$ cat config.mk
export PLATFORM = sky130hd
export DESIGN_NAME = uvs_div_cell
export DESIGN_NICKNAME = d
export VERILOG_FILES = /design/src/hw/rtl/uvs_pkg.sv /design/src/hw/rtl/uvs_div_cell.sv
export SDC_FILE = /design/constraint.sdc
export NUM_CORES = 1
export LEC_CHECK = 0
export ABC_AREA = 1
export BUFFER_PORTS_ARGS = -buffer_cell sky130_fd_sc_hd__buf_2
export CORE_UTILIZATION = 49
export DETAILED_ROUTE_END_ITERATION = 7
export HOLD_SLACK_MARGIN = 0.05
export PLACE_DENSITY = 0.85
export SLEW_MARGIN = 15
export SYNTH_ARGS = -nofsm -noshare
export SYNTH_HDL_FRONTEND = slang
export SYNTH_SLANG_ARGS = --single-unit
$ cat constraint.sdc
create_clock -name clk -period 3.31 [get_ports clk]
set_clock_uncertainty 0.05 [all_clocks]
set_input_delay 0.331 -clock clk [delete_from_list [all_inputs] [get_ports clk]]
set_output_delay 0.331 -clock clk [all_outputs]
set_load 0.005 [all_outputs]
$ cat src/hw/rtl/uvs_pkg.sv
// Shared types, constants and the CORDIC angle table for the UV-sphere vertex generator.
`default_nettype none
package uvs_pkg;

  localparam int IDX_W = 16;
  localparam int CNT_W = 8;
  localparam int Q15_W = 16;
  localparam int DIV_W = CNT_W + 1;

  localparam logic [31:0] GAIN_Q32 = 32'h9B74_EDA8;

  typedef struct packed {
    logic             valid;
    logic [IDX_W-1:0] k1;
    logic [IDX_W-1:0] k2;
  } tri_tag_t;

  typedef struct packed {
    logic     neg_a;
    logic     neg_b;
    tri_tag_t quad;
  } cor_tag_t;

  // atan(2^-k) as a fraction of a full turn, scaled by 2^32.
  function automatic logic [31:0] cordic_atan(input int k);
    logic [31:0] a;
    case (k)
      0:       a = 32'h2000_0000;
      1:       a = 32'h12E4_051E;
      2:       a = 32'h09FB_385B;
      3:       a = 32'h0511_11D4;
      4:       a = 32'h028B_0D43;
      5:       a = 32'h0145_D7E1;
      6:       a = 32'h00A2_F61E;
      7:       a = 32'h0051_7C55;
      8:       a = 32'h0028_BE53;
      9:       a = 32'h0014_5F2F;
      10:      a = 32'h000A_2F98;
      11:      a = 32'h0005_17CC;
      12:      a = 32'h0002_8BE6;
      13:      a = 32'h0001_45F3;
      14:      a = 32'h0000_A2FA;
      15:      a = 32'h0000_517D;
      16:      a = 32'h0000_28BE;
      17:      a = 32'h0000_145F;
      18:      a = 32'h0000_0A30;
      19:      a = 32'h0000_0518;
      20:      a = 32'h0000_028C;
      21:      a = 32'h0000_0146;
      22:      a = 32'h0000_00A3;
      23:      a = 32'h0000_0051;
      24:      a = 32'h0000_0029;
      25:      a = 32'h0000_0014;
      26:      a = 32'h0000_000A;
      27:      a = 32'h0000_0005;
      28:      a = 32'h0000_0003;
      29:      a = 32'h0000_0001;
      30:      a = 32'h0000_0001;
      default: a = 32'h0000_0000;
    endcase
    return a;
  endfunction

endpackage
`default_nettype wire

$ cat src/hw/rtl/uvs_div_cell.sv
// One restoring-division step for the longitude and latitude lanes, with the triangle tag.
`default_nettype none
module uvs_div_cell import uvs_pkg::*; #(
  parameter int NW = 25
) (
  input  wire logic             clk,
  input  wire logic             rst_n,
  input  wire logic             en,
  input  wire logic             v_in,
  input  wire logic [DIV_W-1:0] d_lon,
  input  wire logic [DIV_W-1:0] d_lat,
  input  wire logic [DIV_W-1:0] lon_rem_in,
  input  wire logic [NW-1:0]    lon_nq_in,
  input  wire logic [DIV_W-1:0] lat_rem_in,
  input  wire logic [NW-1:0]    lat_nq_in,
  input  wire tri_tag_t         tag_in,
  output logic                  v_r,
  output logic [DIV_W-1:0]      lon_rem_r,
  output logic [NW-1:0]         lon_nq_r,
  output logic [DIV_W-1:0]      lat_rem_r,
  output logic [NW-1:0]         lat_nq_r,
  output tri_tag_t              tag_r
);

  logic [DIV_W:0]   lon_try, lat_try;
  logic             lon_ge, lat_ge;
  logic [DIV_W-1:0] lon_rem_nxt, lat_rem_nxt;

  // Bring down the next numerator bit; the quotient bit fills the freed LSB.
  always_comb begin
    lon_try     = {lon_rem_in, lon_nq_in[NW-1]};
    lat_try     = {lat_rem_in, lat_nq_in[NW-1]};
    lon_ge      = lon_try >= {1'b0, d_lon};
    lat_ge      = lat_try >= {1'b0, d_lat};
    lon_rem_nxt = lon_ge ? DIV_W'(lon_try - {1'b0, d_lon}) : lon_try[DIV_W-1:0];
    lat_rem_nxt = lat_ge ? DIV_W'(lat_try - {1'b0, d_lat}) : lat_try[DIV_W-1:0];
  end

  always_ff @(posedge clk) begin
    if (!rst_n) begin
      v_r <= 1'b0;
    end else if (en) begin
      v_r <= v_in;
    end
  end

  always_ff @(posedge clk) begin
    if (en) begin
      lon_rem_r <= lon_rem_nxt;
      lat_rem_r <= lat_rem_nxt;
      lon_nq_r  <= {lon_nq_in[NW-2:0], lon_ge};
      lat_nq_r  <= {lat_nq_in[NW-2:0], lat_ge};
      tag_r     <= tag_in;
    end
  end

endmodule
`default_nettype wire

### Yosys cells after proc, flatten, opt, wreduce, memory -nomap -nowiden

Index checks and enable logic that the tools add are counted.

* add/subtract/negate cells: 2
* $lt $le $gt $ge: 2
* muxes and demuxes: 2

Operator list (count)
* 10-bit by 9-bit >= comparator with 1-bit output: 2
* 9-bit two-way mux: 2
* 9-bit subtractor: 2

* bits in registers: 102
* input port bits: 123
* output and inout bits: 102
* word-level logic and storage cells: 14

### Depth between registers and ports, before layout

* depth in word-level cells: 2
* gate-level depth with buffers: 12
* gate-level depth less buffers: 12

### Worst setup path before layout

No wires, ideal clock.

* path type: input -> register
* start: input port lat_nq_in[24]
* end: register lat_rem_r[7], data pin
* setup time: 0.252 ns
* arrival: 1.513 ns
* data required time: 3.008 ns
* setup slack: 1.494 ns
* stages: 10
* path buffers: 0
* cells stage by stage: inv_1 -> ha_1 -> inv_1 -> fa_1 -> nand4_1 -> nand2_1 -> nand2_2 -> nand2_4 -> nand2_1 -> nand2_1

* cells in the longest elaborated chain, start to end: 2
* elaborated cells on any way between the ends: 3
* those cells by class: 1 x add/sub; 1 x order compare; 1 x mux

RTL lines
* start: declaration: line uvs_div_cell.sv:15 `input wire logic [NW-1:0] lat_nq_in,`
* 10-bit by 9-bit >= comparator with 1-bit output: line uvs_div_cell.sv:34 `lat_ge = lat_try >= {1'b0, d_lat};`
* via lat_ge: line uvs_div_cell.sv:26 `logic lon_ge, lat_ge;`
* 9-bit two-way mux: line uvs_div_cell.sv:36 `lat_rem_nxt = lat_ge ? DIV_W'(lat_try - {1'b0, d_lat}) : lat_try[DIV_W-1:0];`
* via lat_rem_nxt[7]: line uvs_div_cell.sv:27 `logic [DIV_W-1:0] lon_rem_nxt, lat_rem_nxt;`
* end signal: assignment: line uvs_div_cell.sv:50 `lat_rem_r <= lat_rem_nxt;`
* end: declaration: line uvs_div_cell.sv:20 `output logic [DIV_W-1:0] lat_rem_r,`

The timed path passes the listed nets, and every way through them passes these cells.
A chain may end at the register's enable or synchronous reset.

### Worst setup path after layout

* start: input port lat_nq_in[24]
* end: register lat_rem_r[1], data pin

Same word-level chain as after synthesis.

==> results.cfg <==
[sta]
max_freq_mhz = 579
finalMaxSlewViolations = 0
fin_setup_tns_ps = 0
tightest_slew_ps = 544
fin_crit_ps = 1730
finalCritPeriodShare = 0.522
relSlewSlack = 0.638
hold_viol = 0
rsz0062_at_grt = no
finalSetupViolations = 0

[die]
fp.dieW_um = 96.6
start_util = 0.505
io_pins = 225
die_area_mm2 = 0.00933
core_area_mm2 = 0.00868
die_h_um = 96.6
rows = 34

[place]
dpl-instance-area_mm2 = 0.00564
io_buffers = 224
dpl.hpwl_mm = 8.50
gp_congestion = 0.925

[worst_setup_path]
cp-end-kind = register
cp_data_arrival_time_ps = 1790
startpoint_type = input pin
path_class = in2reg
r2r-end = v_r$_SDFFE_PN0P_
path_common_cell = nand2_1
cp_num_cells = 11
crit_family = simple AND/OR/NAND/NOR gates
r2r_cells = 2
endpoint = lat_rem_r[1]$_DFFE_PP_
r2r_setup_slack_ps = 2610
crit_path_cell_trace = buf_2 > inv_1 > ha_1 > inv_1 > fa_1 > nand4_1 > nand2_1 > nand2_2 > nand2_4 > nand2_1 > nand2_1
regToRegStartpoint = v_r$_SDFFE_PN0P_
cp.required_ps = 3370
critPathMaxStageDelay_ps = 420
critPathMaxFanout = 10
cp.buffers_inverters = 3
cpMaxStageDelayCell = fa_1
cp-startpoint = lat_nq_in[24]

[clocking]
holdBufCountCts = 0
cts_resized = 0
clockBufferDepth = 2
clk_pin_slew_ps = 100
clock_sinks = 102
cts-root-buf = clkbuf_8
cts_max_level = 3
cts_tree = done
clk-insertion-delay-late_ps = 350
post-cts-setup-buffers = 0
numCtsBuffers = 9

[yosys]
synth_top_family_by_area = simple AND/OR/NAND/NOR gates
synth_compound_area_frac = 0.0163
avgSynthCellArea_um2 = 12.3
ys_seq_elements = 102
synth_area_leaders = edfxtp_1, nand2_1, ha_1, inv_1, nand3_1
ys_seq_area_frac = 0.696
yosys.area_share.simple = 0.164
yosys.area.top_type_share = 0.692
syn_area_mm2 = 0.00439
async_flop_share = 0
syn-num-nets = 500
synth_common_cells = edfxtp_1, nand2_1, inv_1, nand3_1, ha_1
ys_types = 23
syn_inst = 357
ys.flop_type = edfxtp_1
synth_edf_count = 101
yosys_warnings = 0
synthAdderAreaFrac = 0.0605
muxShareOfSynthArea = 0
synth_xor_area_frac = 0.0120
synth_top_area_cell = edfxtp_1
yosysMostFrequentCell = edfxtp_1

[final_layout]
stdcell_area_mm2 = 0.00585
diodes = 0
nets = 733
regArea_mm2 = 0.00305
syn_to_final_growth_pct = 33.3
fill_cells = 668
multi_input_area_mm2 = 0.00111
drive_above_1_share = 0.425

[hold_path]
hp-class = in2reg
hold_path_depth = 1

[power_and_ir_drop]
p_leak_uw = 0.00290
power_density_mw_per_mm2 = 486
ir_worst_vdd_v = 0.000219

[global_route]
grt_pass1_vias = 3274
track_usage = 0.234
grt-ovfl-total = 0
grt_max_degree = 104
grt_pass1_wl_mm = 16.8
antenna_found_initial = 0

[run_status]
status = completed

[detailed_routing]
ant_nets = 0
drt-total-wl_mm = 10.7
firstDrtPassIters = 4
vias = 3394
remaining_drc_errors = 0
routedWlPerCell_um = 15.2
via_per_inst = 4.83
first_iter_violations = 133

[flow_run]
cap_violations = 0
## sequential cells by signal, summed over array words and instances, names as in the netlist
| register | flops |
|---|---|
| lat_rem_r | 9 |
| v_r | 1 |
| lon_rem_r | 9 |
| lon_nq_r | 25 |
| lat_nq_r | 25 |
| tag_r | 33 |
## metrics by stage
stage                     setup WS (ps)  std cells  total power (uW)   util  hold slack (ps)
after CTS                          1600        703              2870  0.674             71.6
after floorplan                    1490        357              1830      -              374
after global placement             1290        687              2070  0.650              457
after detailed placement           1210        687              2090  0.650              460
final                              1580        703              2840  0.674             88.1
after global routing               1480        703              2980  0.674             56.0
## worst min-delay path by stage
stage	from	endpoint	slack, ps
finish	tag_in[13]	tag_r[13]$_DFFE_PP_	90
global route	tag_in[9]	tag_r[9]$_DFFE_PP_	60
CTS	tag_in[13]	tag_r[13]$_DFFE_PP_	70
detailed placement	tag_in[24]	tag_r[24]$_DFFE_PP_	460
global placement	lat_nq_in[8]	lat_nq_r[9]$_DFFE_PP_	460
floorplan	en	v_r$_SDFFE_PN0P_	370
## report_power, final
group / internal [uW] / leakage (uW) / switching [uW] / total, uW
logic: 213 / 0.00180 / 265 / 478
registers: 1560 / 0.000996 / 30.1 / 1590
clock network: 360 / 0.000104 / 420 / 780
## per-layer routing
| metal | vias up | GRT usage | part of all wire |
|---|---|---|---|
| met4 | 0 | 0.0827 | 0.026 |
| met1 | 1561 | 0.283 | 0.40 |
| li1 | 1667 | - | - |
| met5 | - | 0 | 0 |
| met2 | 145 | 0.412 | 0.51 |
| met3 | 21 | 0.0506 | 0.059 |
## layout make-up
| cell class | instances | area share |
|---|---|---|
| flip-flops and latches | 102 | 0.522 |
| repair buffers | 225 | 0.196 |
| multi-input cells | 198 | 0.190 |
| inverters | 54 | 0.0347 |
| well taps | 108 | 0.0231 |
| clock buffers | 9 | 0.0212 |
| clock inverters | 7 | 0.0137 |
## cell usage in the layout, fill, tap and decap left out
cell	instances
nand2_8	1
buf_12	1
and2_4	1
nand2_2	7
nor3_1	2
nand4_1	4
clkinv_4	2
a21oi_1	10
clkinv_1	1
nand3_1	35
buf_4	1
dfxtp_1	1
or2_0	1
inv_8	1
inv_1	54
nand2_1	98
fa_1	2
buf_2	223
nor2_1	7
edfxtp_1	101
nand2_4	2
nand3b_1	1
o21ai_0	1
inv_6	2
ha_1	18
xor2_1	6
bufinv_16	1
nor2_2	1
clkbuf_8	9
a21oi_4	1
## kinds of logic after synthesis
kind of cell	Yosys count
AOI/OAI and AO/OA	12
and+or+nand+nor	160
DFF	102
xor gates and xnor gates	6
buffers and inverters	57
adders and majority gates	20
(Power assumes the default switching activity.)
