$ cat src/hw/rtl/uvs_pkg.sv
// Shared types, constants and the CORDIC angle table for the UV-sphere vertex generator.
`default_nettype none
package uvs_pkg;

  localparam int IDX_W = 16;
  localparam int CNT_W = 8;
  localparam int Q15_W = 16;
  localparam int DIV_W = CNT_W + 1;

  localparam logic [31:0] GAIN_Q32 = 32'h9B74_EDA8;

  typedef struct packed {
    logic             valid;
    logic [IDX_W-1:0] k1;
    logic [IDX_W-1:0] k2;
  } tri_tag_t;

  typedef struct packed {
    logic     neg_a;
    logic     neg_b;
    tri_tag_t quad;
  } cor_tag_t;

  // atan(2^-k) as a fraction of a full turn, scaled by 2^32.
  function automatic logic [31:0] cordic_atan(input int k);
    logic [31:0] a;
    case (k)
      0:       a = 32'h2000_0000;
      1:       a = 32'h12E4_051E;
      2:       a = 32'h09FB_385B;
      3:       a = 32'h0511_11D4;
      4:       a = 32'h028B_0D43;
      5:       a = 32'h0145_D7E1;
      6:       a = 32'h00A2_F61E;
      7:       a = 32'h0051_7C55;
      8:       a = 32'h0028_BE53;
      9:       a = 32'h0014_5F2F;
      10:      a = 32'h000A_2F98;
      11:      a = 32'h0005_17CC;
      12:      a = 32'h0002_8BE6;
      13:      a = 32'h0001_45F3;
      14:      a = 32'h0000_A2FA;
      15:      a = 32'h0000_517D;
      16:      a = 32'h0000_28BE;
      17:      a = 32'h0000_145F;
      18:      a = 32'h0000_0A30;
      19:      a = 32'h0000_0518;
      20:      a = 32'h0000_028C;
      21:      a = 32'h0000_0146;
      22:      a = 32'h0000_00A3;
      23:      a = 32'h0000_0051;
      24:      a = 32'h0000_0029;
      25:      a = 32'h0000_0014;
      26:      a = 32'h0000_000A;
      27:      a = 32'h0000_0005;
      28:      a = 32'h0000_0003;
      29:      a = 32'h0000_0001;
      30:      a = 32'h0000_0001;
      default: a = 32'h0000_0000;
    endcase
    return a;
  endfunction

endpackage
`default_nettype wire

$ cat src/hw/rtl/uvs_cordic_cell.sv
// One CORDIC rotation step for the latitude and longitude lanes, with the carried tag.
`default_nettype none
module uvs_cordic_cell import uvs_pkg::*; #(
  parameter int K  = 0,
  parameter int XW = 18,
  parameter int ZW = 34
) (
  input  wire logic                 clk,
  input  wire logic                 rst_n,
  input  wire logic                 en,
  input  wire logic                 v_in,
  input  wire logic signed [XW-1:0] xa_in,
  input  wire logic signed [XW-1:0] ya_in,
  input  wire logic signed [ZW-1:0] za_in,
  input  wire logic signed [XW-1:0] xb_in,
  input  wire logic signed [XW-1:0] yb_in,
  input  wire logic signed [ZW-1:0] zb_in,
  input  wire cor_tag_t             tag_in,
  output logic                      v_r,
  output logic signed [XW-1:0]      xa_r,
  output logic signed [XW-1:0]      ya_r,
  output logic signed [ZW-1:0]      za_r,
  output logic signed [XW-1:0]      xb_r,
  output logic signed [XW-1:0]      yb_r,
  output logic signed [ZW-1:0]      zb_r,
  output cor_tag_t                  tag_r
);

  localparam logic signed [ZW-1:0] ATAN = signed'(ZW'(cordic_atan(K)));

  logic signed [XW-1:0] xa_nxt, ya_nxt, xb_nxt, yb_nxt;
  logic signed [ZW-1:0] za_nxt, zb_nxt;

  always_comb begin
    if (!za_in[ZW-1]) begin
      xa_nxt = xa_in - (ya_in >>> K);
      ya_nxt = ya_in + (xa_in >>> K);
      za_nxt = za_in - ATAN;
    end else begin
      xa_nxt = xa_in + (ya_in >>> K);
      ya_nxt = ya_in - (xa_in >>> K);
      za_nxt = za_in + ATAN;
    end
    if (!zb_in[ZW-1]) begin
      xb_nxt = xb_in - (yb_in >>> K);
      yb_nxt = yb_in + (xb_in >>> K);
      zb_nxt = zb_in - ATAN;
    end else begin
      xb_nxt = xb_in + (yb_in >>> K);
      yb_nxt = yb_in - (xb_in >>> K);
      zb_nxt = zb_in + ATAN;
    end
  end

  always_ff @(posedge clk) begin
    if (!rst_n) begin
      v_r <= 1'b0;
    end else if (en) begin
      v_r <= v_in;
    end
  end

  always_ff @(posedge clk) begin
    if (en) begin
      xa_r  <= xa_nxt;
      ya_r  <= ya_nxt;
      za_r  <= za_nxt;
      xb_r  <= xb_nxt;
      yb_r  <= yb_nxt;
      zb_r  <= zb_nxt;
      tag_r <= tag_in;
    end
  end

endmodule
`default_nettype wire

$ cat config.mk
export PLATFORM = sky130hd
export DESIGN_NAME = uvs_cordic_cell
export DESIGN_NICKNAME = d
export VERILOG_FILES = /design/src/hw/rtl/uvs_pkg.sv /design/src/hw/rtl/uvs_cordic_cell.sv
export SDC_FILE = /design/constraint.sdc
export NUM_CORES = 1
export LEC_CHECK = 0
export BUFFER_PORTS_ARGS = -buffer_cell sky130_fd_sc_hd__buf_2
export CAP_MARGIN = 30
export CORE_UTILIZATION = 47
export DETAILED_ROUTE_END_ITERATION = 8
export HOLD_SLACK_MARGIN = 0.12
export PLACE_DENSITY = 0.75
export SETUP_SLACK_MARGIN = 0.05
export SLEW_MARGIN = 0
export SYNTH_ARGS = -nofsm -noshare
export SYNTH_HDL_FRONTEND = slang
export SYNTH_SLANG_ARGS = --single-unit
$ cat constraint.sdc
create_clock -name clk -period 1.92 [get_ports clk]
set_input_delay 0.096 -clock clk [delete_from_list [all_inputs] [get_ports clk]]
set_output_delay 0.096 -clock clk [all_outputs]
set_load 0.01 [all_outputs]
Yosys cells after proc, flatten, opt, wreduce, memory -nomap -nowiden
Index checks and enable logic that the tools add are counted.

storage, ports and cells
  register bits after elaboration = 176
  input bits = 179
  output and inout bits = 176
  logic and storage cells = 28

cells by class
  add/sub/neg operators = 10
  multiplexer cells = 6

operators with widths
  operator                count
  $mux 18                 4
  $sub 18x18->18          4
  $add 34x31->34 const B  2
  $mux 34                 2
  $sub 34x31->34 const B  2
  $add 18x18->18          2

Longest topological paths before layout
  depth in word-level cells = 2
  gate-level depth with buffers = 11
  depth with buffers taken out = 11

Worst setup path after synthesis
OpenSTA, ideal clock, no wires.

  path kind = input-to-reg
  start point = input xa_in[7]
  end point = register ya_r[14] (data pin)
  library setup time = 0.258 ns
  arrival time = 1.852 ns
  required time = 1.662 ns
  slack = -0.190 ns
  cell stages on the path = 10
  path buffers = 1
  cell sequence = inv_1 -> ha_1 -> buf_2 -> nor4_1 -> nand3_2 -> a211oi_1 -> o31ai_2 -> a2bb2oi_1 -> o22ai_1 -> xnor2_1

on the way
  longest elaborated chain between the ends = 2
  elaborated cells on any way between the ends = 3

ends and longest elaborated chain
  element                                                  RTL line                                      RTL
  start, declared                                          uvs_cordic_cell.sv:12                         input wire logic signed [XW-1:0] xa_in,
  $add 18x18->18 / $sub 18x18->18 (equally long branches)  uvs_cordic_cell.sv:37, uvs_cordic_cell.sv:41
  $mux 18 (*)                                              uvs_cordic_cell.sv:35                         if (!za_in[ZW-1]) begin
  via ya_nxt[14]                                           uvs_cordic_cell.sv:31                         logic signed [XW-1:0] xa_nxt, ya_nxt, xb_nxt, yb_nxt;
  end signal, assigned                                     uvs_cordic_cell.sv:66                         ya_r <= ya_nxt;
  end, declared                                            uvs_cordic_cell.sv:21                         output logic signed [XW-1:0] ya_r,

The timed path passes the listed nets; every way through them passes the cells marked *.
A chain may end at the register's enable or synchronous reset.

Worst setup path after layout
  start point = input ya_in[1]
  end point = register ya_r[15] (data pin)

on the way
  longest elaborated chain between the ends = 2
  elaborated cells on any way between the ends = 3

ends and longest elaborated chain
  element                                                  RTL line                                      RTL
  start, declared                                          uvs_cordic_cell.sv:13                         input wire logic signed [XW-1:0] ya_in,
  $add 18x18->18 / $sub 18x18->18 (equally long branches)  uvs_cordic_cell.sv:37, uvs_cordic_cell.sv:41
  $mux 18 (*)                                              uvs_cordic_cell.sv:35
  via ya_nxt[15]                                           uvs_cordic_cell.sv:31

Marks and branches as above.

==> qor.yml <==
num_io_pins: 355
cts-root-buf: "clkbuf_16"
port_buffers: 354
finalHoldViolations: 0
path_clk_slew_ns: 0.08
layout-drive-gt1-share_pct: 43.7
netlist.area_leader.share_pct: 47.9
cts_sinks: 174
final_cell_mix: "buf_2 (346), buf_4 (203), edfxtp_1 (173), dlygate4sd3_1 (108), inv_1 (92)"
grt_util_met1_pct: 35.1
cts_made_buffers: 17
regToRegSetupSlack_ns: 0.73
gr-usage-met3_pct: 4.93
ys_seq_area_share_pct: 48.0
core_area_sq_mm: 0.0226
antenna_found_initial: 2
final_common_cell: "buf_2"
synth_seq_cells: 174
p_per_area_mw_per_mm2: 735
hp-class: "primary input to register"
peakVddDrop_mv: 0.557
htreeDepth: 4
finalCritPeriodShare_pct: 98.2
fillerInstances: 1448
r2r_start: "v_r$_SDFFE_PN0P_"
worstSetupEndpointType: "register"
yosysWarnings: 0
fin_skew_ns: 0
stdcell_area_sq_mm: 0.0169
leakagePower_nw: 7.71
hold_path_end: "xb_r[0]$_DFFE_PP_"
grt_pass1_wl_mm: 53.0
hpwl_mm: 26.0
grt_pass1_vias: 10200
grt.total_usage_pct: 28.8
async_reset_ff_share_pct: 0
gp_congestion: 0.910
setup_violations: 0
worst-endpoint-arrival_ns: 2.08
critical_path_class: "primary input to register"
worst_ep_required_time_ns: 2.11
clockBufferDepth: 2
drt_pass1_iterations: 5
worstRegToRegCells: 3
critPathMaxFanout: 3
rsz0062_at_grt: "yes"
seqCellArea_sq_mm: 0.00522
cap_violations: 0
syn_inst: 993
clock_latency_ns: 0.43
final_max_slew_viol_count: 0
overflow: 0
synth_nets: 1292
synth_top_cell_by_area: "edfxtp_1"
multi_input_area_sq_mm: 0.00568
critPathLaunch: "ya_in[1]"
synth.avg_cell_area_sq_um: 10.9
holdWs_ns: 0.149
grt_max_degree: 47
die_h_microns: 154
holdPathStages: 3
area_growth_pct: 55.8
vias: 10400
grt_use_met2_pct: 51.2
wirelength_mm: 35.9
antenna_left: 0
syn_area_sq_mm: 0.0109
die-width_microns: 154
remaining_drc_errors: 0
nets: 1946
crit_path_start_kind: "primary input"
drt_iter0_drc: 624
synth_top_flop_cell: "edfxtp_1"
min_from: "yb_in[0]"
wl_per_cell_microns: 18.4
ys_types: 77
start_util_pct: 48.0
post_dp_cell_area_sq_mm: 0.0146
die_area_sq_mm: 0.0237
rr_endpoint: "v_r$_SDFFE_PN0P_"
synthTopCellsByArea: "edfxtp_1 (48%), ha_1 (13%), a21oi_1 (4.4%), xnor2_1 (4.0%), inv_1 (3.6%)"
relSlewSlack_pct: 68.3
vias_per_cell: 5.31
min_period_ns: 1.89
synth_edf_count: 173
status: "finished clean"
busiest_layer: "met2"
cts_tree: "done"
max_freq_mhz: 530
tightestPinTransition_ns: 0.474
num_rows: 55
[kinds of logic after synthesis]
group | after synthesis | share of synthesized area [%]
flops | 174 | 48.0
xor+xnor | 70 | 5.65
mux | 19 | 1.76
buf+inv | 148 | 5.55
fa+ha+maj | 120 | 14.4
compound gates | 268 | 15.6
simple gates | 194 | 9.01
[sequential cells by signal, summed over array words and instances (netlist names)]
register	flops
tag_r	35
v_r	1
xa_r	18
xb_r	18
ya_r	17
yb_r	17
za_r	34
zb_r	34
[metal layers]
layer	vias up	share of wire (%)
met5	-	0
li1	4865	-
met4	0	2.5
met1	4938	40
met2	479	51
met3	69	6.2
[critical path: stages]
cell      delay, ns
buf_2          0.14
buf_4          0.16
ha_1           0.19
o211ai_1       0.31
nand3_2        0.18
a21oi_4        0.23
o22ai_2        0.14
a211o_1        0.33
a32oi_2        0.20
xor2_1         0.09
[worst max path at each step]
stage / endpoint / cells after the start
after global routing: ya_r[15]$_DFFE_PP_ / 10
final: ya_r[15]$_DFFE_PP_ / 10
after floorplan: ya_r[15]$_DFFE_PP_ / 11
after detailed placement: xb_r[16]$_DFFE_PP_ / 11
after CTS: xa_r[16]$_DFFE_PP_ / 12
after global placement: xb_r[16]$_DFFE_PP_ / 11
[synthesized netlist by cell type (4+ instances only)]
library cell	instances
a211oi_1	8
a21boi_0	4
a21o_1	17
a21oi_1	95
a31oi_1	6
and3_1	4
buf_1	7
buf_2	14
buf_4	4
clkbuf_1	14
edfxtp_1	173
fa_1	8
ha_1	112
inv_1	103
mux2i_1	18
nand2_1	40
nand2b_1	13
nand3_1	12
nand3b_1	4
nand4_1	9
nor2_1	58
nor2b_1	15
nor3_1	15
nor4_1	4
o211ai_1	5
o21a_1	5
o21ai_0	54
o21ai_1	10
o21bai_1	13
o221ai_1	4
o31ai_1	6
or3_1	7
xnor2_1	49
xor2_1	21
[stage by stage]
stage | power, mW | utilization, % | TNS, ns | setup WS (ns) | cells
finish | 12.4 | 74.7 | 0 | 0.0349 | 1948
global route | 12.9 | 74.7 | -0.0299 | -0.0182 | 1947
CTS | 12.2 | 72.5 | 0 | 0.0332 | 1930
detailed placement | 8.32 | 64.6 | -15.35 | -0.484 | 1788
global placement | 8.23 | 64.6 | -14.19 | -0.472 | 1788
floorplan | 6.70 | - | -0.199 | -0.0660 | 993
[timing repair]
action,4_1_cts,5_1_grt
pin swaps,8,44
hold buffers,108,0
resized for setup,14,100
endpoints found under the setup margin,11,38
hold endpoints to repair,140,0
setup buffers,2,15
gates cloned,0,0
[final cells by class]
| type | count | area share, % |
|---|---|---|
| Clock buffer | 17 | 2.52 |
| Clock inverter | 15 | 1.15 |
| Inverter | 107 | 2.49 |
| Antenna cell | 3 | 0.0444 |
| Multi-Input combinational cell | 671 | 33.6 |
| Timing Repair Buffer | 676 | 27.3 |
| Tap cell | 285 | 2.11 |
| Sequential cell | 174 | 30.8 |
[report_power, final]
group	total (mW)	leakage [nW]	internal [mW]	switching [mW]
Sequential	4.87	1.70	4.75	0.125
Clock	3.66	0.301	1.99	1.67
Combinational	3.89	5.71	1.85	2.04
Total	12.4	7.71	8.59	3.84
No activity file was read; power rests on OpenSTA's default activity.
